--- src/rtl/ps_tx_pkg.sv ---
// Package for the serial printer transmitter: transaction types, command and
// register codes, and frame constants. No dependencies.
package ps_tx_pkg;

    localparam logic [1:0] CMD_READ  = 2'd0;
    localparam logic [1:0] CMD_WRITE = 2'd1;
    localparam logic [1:0] CMD_TICK  = 2'd2;
    localparam logic [1:0] CMD_NOP   = 2'd3;

    localparam logic [1:0] OFF_DATA   = 2'd0;
    localparam logic [1:0] OFF_STATUS = 2'd1;
    localparam logic [1:0] OFF_MODE   = 2'd2;
    localparam logic [1:0] OFF_NONE   = 2'd3;

    // Mode register bit positions.
    localparam int MODE_DIV_ACCESS = 7;
    localparam int MODE_DIAG       = 6;
    localparam int MODE_ERR_EN     = 5;
    localparam int MODE_EMPTY_EN   = 4;
    localparam int MODE_BUSY       = 3;
    localparam logic [7:0] MODE_KEEP_MASK = 8'hfc;

    // Pending flag bit positions.
    localparam int PEND_EMPTY = 0;
    localparam int PEND_ERR   = 1;

    localparam logic [7:0]  STATUS_BASE   = 8'h50;
    localparam logic [7:0]  UNMAPPED_READ = 8'hff;
    localparam logic [3:0]  FRAME_BITS    = 4'd11;
    localparam logic [16:0] PERIOD_BASE   = 17'h10000;

    typedef struct packed {
        logic [1:0] command;
        logic [1:0] port_offset;
        logic [7:0] write_data;
    } in_item_t;

    typedef struct packed {
        logic [7:0] read_data;
        logic       irq_level;
        logic       tx_line;
    } out_item_t;

endpackage

--- src/rtl/ps_tx_core.sv ---
// Transmitter state registers and the single-pass logic that applies one
// transaction to them. Depends on ps_tx_pkg.
module ps_tx_core
    import ps_tx_pkg::*;
(
    input  logic      clk,
    input  logic      rst_n,
    input  logic      enable,
    input  in_item_t  item,
    output out_item_t result
);

    logic [7:0]  mode_reg, mode_next;
    logic [15:0] rate_divisor_reg, rate_divisor_next;
    logic [7:0]  holding_byte_reg, holding_byte_next;
    logic        holding_full_reg, holding_full_next;
    logic [10:0] shift_word_reg, shift_word_next;
    logic [3:0]  bits_left_reg, bits_left_next;
    logic        shifting_reg, shifting_next;
    logic        line_space_reg, line_space_next;
    logic [1:0]  pending_reg, pending_next;
    logic        timer_armed_reg, timer_armed_next;
    logic [16:0] countdown_reg, countdown_next;

    function automatic logic gated(input logic [7:0] m);
        return m[MODE_DIAG] && m[MODE_BUSY];
    endfunction

    function automatic logic irq_of(input logic [7:0] m, input logic [1:0] p);
        return (p[PEND_EMPTY] && m[MODE_EMPTY_EN]) || (p[PEND_ERR] && m[MODE_ERR_EN]);
    endfunction

    // A line change while diagnostic loopback and error irq are enabled flags an error.
    function automatic logic line_err(input logic [7:0] m, input logic cur, input logic sp);
        return m[MODE_DIAG] && m[MODE_ERR_EN] && (cur != sp);
    endfunction

    always_comb
    begin
        logic [7:0] rd;
        logic [7:0] st;
        logic       sp;
        logic       load_hold;
        mode_next         = mode_reg;
        rate_divisor_next = rate_divisor_reg;
        holding_byte_next = holding_byte_reg;
        holding_full_next = holding_full_reg;
        shift_word_next   = shift_word_reg;
        bits_left_next    = bits_left_reg;
        shifting_next     = shifting_reg;
        line_space_next   = line_space_reg;
        pending_next      = pending_reg;
        timer_armed_next  = timer_armed_reg;
        countdown_next    = countdown_reg;
        rd                = 8'h00;
        st                = STATUS_BASE;
        sp                = 1'b0;
        load_hold         = 1'b0;

        unique case (item.command)
            CMD_READ:
            begin
                if (item.port_offset == OFF_NONE)
                begin
                    rd = UNMAPPED_READ;
                end
                else if (item.port_offset == OFF_MODE)
                begin
                    rd = mode_reg;
                end
                else if (mode_reg[MODE_DIV_ACCESS])
                begin
                    rd = (item.port_offset == OFF_STATUS) ? rate_divisor_reg[15:8]
                                                          : rate_divisor_reg[7:0];
                end
                else if (item.port_offset == OFF_DATA)
                begin
                    rd = holding_byte_reg;
                end
                else
                begin
                    st[7] = !holding_full_reg;
                    st[0] = (bits_left_reg <= 4'd1) && !holding_full_reg;
                    st[1] = !gated(mode_reg);
                    st[3] = !mode_reg[MODE_DIAG] || line_space_reg;
                    st[2] = irq_of(mode_reg, pending_reg);
                    rd = st;
                    pending_next = 2'b00;
                end
            end
            CMD_WRITE:
            begin
                if (item.port_offset == OFF_MODE)
                begin
                    mode_next = item.write_data & MODE_KEEP_MASK;
                    if (item.write_data[MODE_EMPTY_EN] && !mode_reg[MODE_EMPTY_EN]
                        && !holding_full_reg)
                    begin
                        pending_next[PEND_EMPTY] = 1'b1;
                    end
                    if (bits_left_reg != 4'd0 && !shifting_reg && !gated(mode_next))
                    begin
                        shifting_next = 1'b1;
                        sp = !shift_word_reg[0];
                        if (line_err(mode_next, line_space_reg, sp))
                        begin
                            pending_next[PEND_ERR] = 1'b1;
                        end
                        line_space_next  = sp;
                        timer_armed_next = 1'b1;
                        countdown_next   = PERIOD_BASE - {1'b0, rate_divisor_reg};
                    end
                end
                else if (item.port_offset == OFF_NONE)
                begin
                end
                else if (mode_reg[MODE_DIV_ACCESS])
                begin
                    if (item.port_offset == OFF_STATUS)
                    begin
                        rate_divisor_next[15:8] = item.write_data;
                    end
                    else
                    begin
                        rate_divisor_next[7:0] = item.write_data;
                    end
                end
                else if (item.port_offset == OFF_DATA)
                begin
                    holding_byte_next        = item.write_data;
                    holding_full_next        = 1'b1;
                    pending_next[PEND_EMPTY] = 1'b0;
                    if (bits_left_reg == 4'd0 && !timer_armed_reg)
                    begin
                        timer_armed_next = 1'b1;
                        countdown_next   = PERIOD_BASE - {1'b0, rate_divisor_reg};
                    end
                end
            end
            CMD_TICK:
            begin
                if (timer_armed_reg)
                begin
                    if (countdown_reg != 17'd0)
                    begin
                        countdown_next = countdown_reg - 17'd1;
                    end
                    if (countdown_next == 17'd0)
                    begin
                        timer_armed_next = 1'b0;
                        if (shifting_reg)
                        begin
                            shift_word_next = {1'b0, shift_word_reg[10:1]};
                            bits_left_next  = bits_left_reg - 4'd1;
                            if (bits_left_next != 4'd0)
                            begin
                                sp = !shift_word_next[0];
                                timer_armed_next = 1'b1;
                                countdown_next = PERIOD_BASE - {1'b0, rate_divisor_reg};
                            end
                            else
                            begin
                                shifting_next = 1'b0;
                                sp = 1'b0;
                                load_hold = 1'b1;
                            end
                            if (line_err(mode_reg, line_space_reg, sp))
                            begin
                                pending_next[PEND_ERR] = 1'b1;
                            end
                            line_space_next = sp;
                        end
                        else
                        begin
                            load_hold = 1'b1;
                        end
                        if (load_hold && holding_full_reg)
                        begin
                            shift_word_next = {2'b11, holding_byte_reg, 1'b0};
                            bits_left_next  = FRAME_BITS;
                            holding_full_next = 1'b0;
                            pending_next[PEND_EMPTY] = 1'b1;
                            if (!gated(mode_reg))
                            begin
                                shifting_next = 1'b1;
                                // The start bit is always a space.
                                if (line_err(mode_reg, line_space_next, 1'b1))
                                begin
                                    pending_next[PEND_ERR] = 1'b1;
                                end
                                line_space_next  = 1'b1;
                                timer_armed_next = 1'b1;
                                countdown_next = PERIOD_BASE - {1'b0, rate_divisor_reg};
                            end
                        end
                    end
                end
            end
            CMD_NOP:
            begin
            end
            default:
            begin
            end
        endcase

        result.read_data = rd;
        result.irq_level = irq_of(mode_next, pending_next);
        result.tx_line   = !line_space_next;
    end

    always_ff @(posedge clk or negedge rst_n)
    begin
        if (!rst_n)
        begin
            mode_reg         <= '0;
            rate_divisor_reg <= '0;
            holding_byte_reg <= '0;
            holding_full_reg <= 1'b0;
            shift_word_reg   <= '0;
            bits_left_reg    <= '0;
            shifting_reg     <= 1'b0;
            line_space_reg   <= 1'b0;
            pending_reg      <= '0;
            timer_armed_reg  <= 1'b0;
            countdown_reg    <= '0;
        end
        else if (enable)
        begin
            mode_reg         <= mode_next;
            rate_divisor_reg <= rate_divisor_next;
            holding_byte_reg <= holding_byte_next;
            holding_full_reg <= holding_full_next;
            shift_word_reg   <= shift_word_next;
            bits_left_reg    <= bits_left_next;
            shifting_reg     <= shifting_next;
            line_space_reg   <= line_space_next;
            pending_reg      <= pending_next;
            timer_armed_reg  <= timer_armed_next;
            countdown_reg    <= countdown_next;
        end
    end

endmodule

--- src/rtl/printer_serial_transmitter.sv ---
// Top level of the serial printer transmitter: input and result registers
// around the transmitter core. Depends on ps_tx_pkg and ps_tx_core.
//
// Usage: each input transaction is a bus read, a bus write or one tick of
// the 4.77 MHz timebase, carried by in_item with in_valid and in_stall.
// A transaction is taken at a rising edge with in_valid high and in_stall
// low. Every input transaction yields exactly one result transaction on
// out_item (read byte, interrupt level, serial line level), handed over at
// an edge with out_valid high and out_stall low.
// The transaction waits in the input register, then the core updates its state
// in a single pass and the result is captured in the output register.
// Throughput is one transaction per cycle while the output is not stalled, so
// a tick can be fed on every clock; the pass through the core sets that figure.
// When the receiver stalls, the result register holds its transaction and
// the input register can still take one more; in_stall rises only when
// both are occupied and the output is stalled.
// Reset clears the mode, divisor, holding and shifter state, all pending
// interrupts, and both pipeline valid flags; the line idles at mark.
module printer_serial_transmitter
    import ps_tx_pkg::*;
(
    input  logic      clk,
    input  logic      rst_n,
    input  logic      in_valid,
    output logic      in_stall,
    input  in_item_t  in_item,
    output logic      out_valid,
    input  logic      out_stall,
    output out_item_t out_item
);

    in_item_t  in_item_reg;
    logic      in_valid_reg, in_valid_next;
    out_item_t out_item_reg;
    logic      out_valid_reg, out_valid_next;
    out_item_t core_result;
    logic      advance;
    logic      in_take;

    // The core consumes the held transaction whenever the result register is free
    // or being emptied in this cycle.
    assign advance  = in_valid_reg && (!out_valid_reg || !out_stall);
    assign in_stall = in_valid_reg && !advance;
    assign in_take  = in_valid && !in_stall;

    ps_tx_core u_core (
        .clk    (clk),
        .rst_n  (rst_n),
        .enable (advance),
        .item   (in_item_reg),
        .result (core_result)
    );

    always_comb
    begin
        in_valid_next = in_take || (in_valid_reg && !advance);
        if (advance)
        begin
            out_valid_next = 1'b1;
        end
        else if (!out_stall)
        begin
            out_valid_next = 1'b0;
        end
        else
        begin
            out_valid_next = out_valid_reg;
        end
    end

    always_ff @(posedge clk or negedge rst_n)
    begin
        if (!rst_n)
        begin
            in_valid_reg  <= 1'b0;
            out_valid_reg <= 1'b0;
        end
        else
        begin
            in_valid_reg  <= in_valid_next;
            out_valid_reg <= out_valid_next;
        end
    end

    // Payload registers carry no reset.
    always_ff @(posedge clk)
    begin
        if (in_take)
        begin
            in_item_reg <= in_item;
        end
        if (advance)
        begin
            out_item_reg <= core_result;
        end
    end

    assign out_valid = out_valid_reg;
    assign out_item  = out_item_reg;

endmodule
--- config.mk ---
export PLATFORM = sky130hd
export DESIGN_NAME = printer_serial_transmitter
export DESIGN_NICKNAME = d
export VERILOG_FILES = /design/src/rtl/ps_tx_pkg.sv /design/src/rtl/ps_tx_core.sv /design/src/rtl/printer_serial_transmitter.sv
export SDC_FILE = /design/constraint.sdc
export NUM_CORES = 1
export LEC_CHECK = 0
export ABC_AREA = 1
export BUFFER_PORTS_ARGS = -buffer_cell sky130_fd_sc_hd__buf_2
export CAP_MARGIN = 20
export CELL_PAD_IN_SITES_DETAIL_PLACEMENT = 0
export CELL_PAD_IN_SITES_GLOBAL_PLACEMENT = 1
export CORE_ASPECT_RATIO = 0.6
export CORE_MARGIN = 3
export CORE_UTILIZATION = 46
export DETAILED_ROUTE_END_ITERATION = 10
export GPL_TIMING_DRIVEN = 0
export HOLD_SLACK_MARGIN = 0.15
export PLACE_DENSITY = 0.83
export SLEW_MARGIN = 20
export SYNTH_ARGS = -nofsm -noshare
export SYNTH_HDL_FRONTEND = slang
export SYNTH_SLANG_ARGS = --single-unit
export TNS_END_PERCENT = 10
--- constraint.sdc ---
create_clock -name clk -period 2.5 [get_ports clk]
set_input_delay 0.25 -clock clk [delete_from_list [all_inputs] [get_ports clk]]
set_output_delay 0.25 -clock clk [all_outputs]
set_load 0.1 [all_outputs]
==> results_dict.tcl <==
set metrics [dict create \
    grt_pass1_wl_um 25000 \
    antenna_found_initial 0 \
    cp.required_ns 2.73 \
    rr_worst_depth 17 \
    route.vias.total 5002 \
    ys_ff_latch 92 \
    synth_cell_types 45 \
    area_delta_synth_final_pct 20.2 \
    clock_latency_ns 0.35 \
    dp_slack_ns -0.388 \
    synth_cells 698 \
    worst_slew_pin_slew_ns 0.595 \
    endpoint_kind "flip-flop" \
    die_h_um 89.9 \
    grt_max_degree 49 \
    synth_area_leaders "dfrtp_1 (32%), edfxtp_1 (12%), nand2_1 (12%)" \
    hold_viol_final 0 \
    syn_area_um2 5390 \
    finalMaxSlewViolations 0 \
    fin_ws_ns -0.0557 \
    synth_top_area_cell "dfrtp_1" \
    n_antenna_cell 0 \
    status "finished with violations" \
    cts_buffer_depth 2 \
    synth-main-ff-cell "dfrtp_1" \
    max_stage_delay_ns 0.47 \
    synth-seq-area-share_pct 44.7 \
    fmax_mhz 391 \
    htreeDepth 3 \
    worst-path-buf-inv 4 \
    violations "setup timing" \
    syn_nets 724 \
    dp_hpwl_um 12000 \
    ir_drop_mv 0.390 \
    start_util_pct 49.0 \
    power.total_mw 5.67 \
    crit_path_cell_trace "nor2_2 -> nand2_2 -> nor2_4 -> nand3_4 -> buf_6 -> nand2_1 -> nand2_1 -> nor2_1 -> nand2_2 -> nor2_8 -> buf_6 -> nand2_4 -> inv_4 -> nand2_2 -> buf_6 -> nor2_4 -> a22oi_1" \
    cts_buffers 9 \
    nets 789 \
    reg2reg_slack_ns -0.06 \
    drt_iter0_drc 514 \
    synth_top_area_share_pct 32.5 \
    clock_tree.root_cell "clkbuf_16" \
    dpl_cell_area_um2 5750 \
    synth_warnings 0 \
    dp_cells 881 \
    worstHoldPathCells 3 \
    crit_type "flip-flop to flip-flop" \
    wl_per_cell_um 17.0 \
    fillerInstances 1049 \
    drcViolationCount 0 \
    largest_register_ffs 17 \
    arrival_ns 2.78 \
    skew_ns 0.0102 \
    overflow 0 \
    worstHoldStart "out_stall" \
    period_minus_slack_ns 2.56 \
    grt_setup_unrepaired "yes" \
    critPathLaunchType "flip-flop" \
    hp-class "input port to flip-flop" \
    io_buffers 27 \
    post-route-period-util_pct 102 \
    cts.sinks 92 \
    stdcell_area_um2 6480 \
    cts_tree "yes" \
    maxSlewHeadroom_pct 60.3 \
    post_route_cells_drive_above_1_share_pct 17.7 \
    r2r_end "u_core.bits_left_reg[1]$_DFFE_PN0P_" \
    viasPerCell 5.42 \
    grtUsageTotal_pct 24.2 \
    path_clk_slew_ns 0.08 \
    routed_wl_um 15700 \
    async_flop_share_pct 76.1 \
    core-area_um2 11000 \
    gp_congestion 0.979 \
    r2r-start "u_core.countdown_reg[5]$_DFFE_PN0P_" \
    power_density_nw_per_um2 875 \
    crit_family "simple AND/OR/NAND/NOR gates" \
    whs_endpoint "out_valid$_DFFE_PN0P_" \
    hold_slack_ns 0.189 \
    die_x_um 146 \
    finalSetupViolations 8 \
    cp_slowest_cell "dfrtp_2" \
    ant_nets 0 \
    avgSynthCellArea_um2 7.72 \
    num_rows 29 \
    cap_violations 0 \
    ioPinCount 28 \
    leakage_nw 3.03 \
    die_area_um2 13100 \
    grt_pass1_vias 4513 \
    synth_edf_count 22 \
    firstDrtPassIters 5 \
    fin_cells 923 \
    path_max_fanout 10 \
]
## cell usage in the layout (no fill, tap or decap), types with 2 or more instances in the layout
| master | instances |
|---|---|
| o21ai_1 | 12 |
| ha_4 | 2 |
| clkbuf_1 | 7 |
| inv_2 | 2 |
| inv_4 | 3 |
| buf_4 | 15 |
| buf_6 | 3 |
| a22oi_1 | 3 |
| nand3_2 | 4 |
| ha_1 | 8 |
| inv_1 | 87 |
| clkinv_8 | 3 |
| nor2_4 | 8 |
| o21ai_2 | 2 |
| xnor2_1 | 3 |
| inv_8 | 2 |
| a311oi_1 | 2 |
| a21oi_1 | 30 |
| edfxtp_1 | 22 |
| nor3_1 | 5 |
| mux2i_1 | 3 |
| nand2_1 | 167 |
| nand3_1 | 29 |
| a211oi_1 | 5 |
| nor2_2 | 19 |
| xor2_1 | 16 |
| clkbuf_16 | 9 |
| buf_2 | 27 |
| nor2_1 | 58 |
| nand3b_1 | 2 |
| o211ai_1 | 10 |
| o21ai_0 | 64 |
| dlygate4sd3_1 | 14 |
| dfrtp_2 | 4 |
| o22ai_1 | 7 |
| nand2_2 | 16 |
| dfrtp_1 | 66 |
| nand4_1 | 5 |
## logic make-up (layout without fill, tap and decap cells)
| family | count (synthesis) | in the layout | share of synthesized area, % |
|---|---|---|---|
| AND/OR/NAND/NOR | 320 | 320 | 25.7 |
| AO/OA/AOI/OAI | 144 | 144 | 15.2 |
| buffers and inverters | 109 | 179 | 8.15 |
| flip-flops | 92 | 92 | 44.7 |
| XOR/XNOR | 19 | 19 | 3.09 |
| adder cells (fa/ha/maj) | 10 | 10 | 2.32 |
| multiplexers | 4 | 4 | 0.766 |
## worst min-delay path, stage by stage
cell and delay, ns:
buf_2 0.08, nand2_1 0.10, nand2_1 0.08
## through the flow
stage               TNS [ns]  util (%)
floorplan              -1.91         -
global placement       -8.01      52.1
detailed placement     -9.45      52.3
CTS                   -0.127      57.2
global route           -4.64      58.9
finish                -0.266      58.9
## how the worst max path moves through the flow
stage	cells after the start	endpoint	slack (ns)	from
after floorplan	11	u_core.countdown_reg[12]$_DFFE_PN0P_	-0.16	out_valid$_DFFE_PN0P_
after global placement	16	u_core.countdown_reg[4]$_DFFE_PN0P_	-0.34	u_core.countdown_reg[0]$_DFFE_PN0P_
after detailed placement	16	u_core.countdown_reg[4]$_DFFE_PN0P_	-0.39	u_core.countdown_reg[0]$_DFFE_PN0P_
after CTS	18	u_core.bits_left_reg[2]$_DFFE_PN0P_	-0.03	u_core.countdown_reg[1]$_DFFE_PN0P_
after global routing	19	u_core.bits_left_reg[1]$_DFFE_PN0P_	-0.20	u_core.countdown_reg[1]$_DFFE_PN0P_
final	17	u_core.bits_left_reg[1]$_DFFE_PN0P_	-0.06	u_core.countdown_reg[5]$_DFFE_PN0P_
## report_power, final
group | internal (mW) | switching [mW] | leakage, nW
clock network | 0.721 | 0.701 | 0.152
logic | 0.655 | 1.30 | 1.83
registers | 1.88 | 0.409 | 1.05
## synth_stat cells (10+ instances only)
cell,instances
xor2_1,16
dfrtp_1,70
inv_1,89
a21oi_1,31
edfxtp_1,22
o21ai_0,74
ha_1,10
nand2_1,175
o211ai_1,10
nand3_1,33
nor2_1,72
## metal layers
metal	wire, um	track usage [%]
met1	8250	40.4
met2	5940	30.4
met3	1410	7.09
met4	114	3.71
met5	0	0
## layout make-up
cell class / instances / area [um2] / area share, %
sequential: 92 / 2420 / 37.3
clock inverter: 7 / 88.8 / 1.37
tap: 155 / 194 / 2.99
clock buffer: 9 / 225 / 3.48
timing repair buffer: 56 / 427 / 6.58
inverter: 93 / 358 / 5.52
multi-input combinational: 497 / 2680 / 41.4
buffer: 14 / 88.8 / 1.37
## what timing repair did
action                                  in CTS  in global routing
hold endpoints to repair                    35                  0
resized for setup                           23                 45
endpoints found under the setup margin      48                 48
hold buffers                                14                  0
setup buffers                                4                 10
pin swaps                                    3                 14
Power figures use the tool's default switching activity.
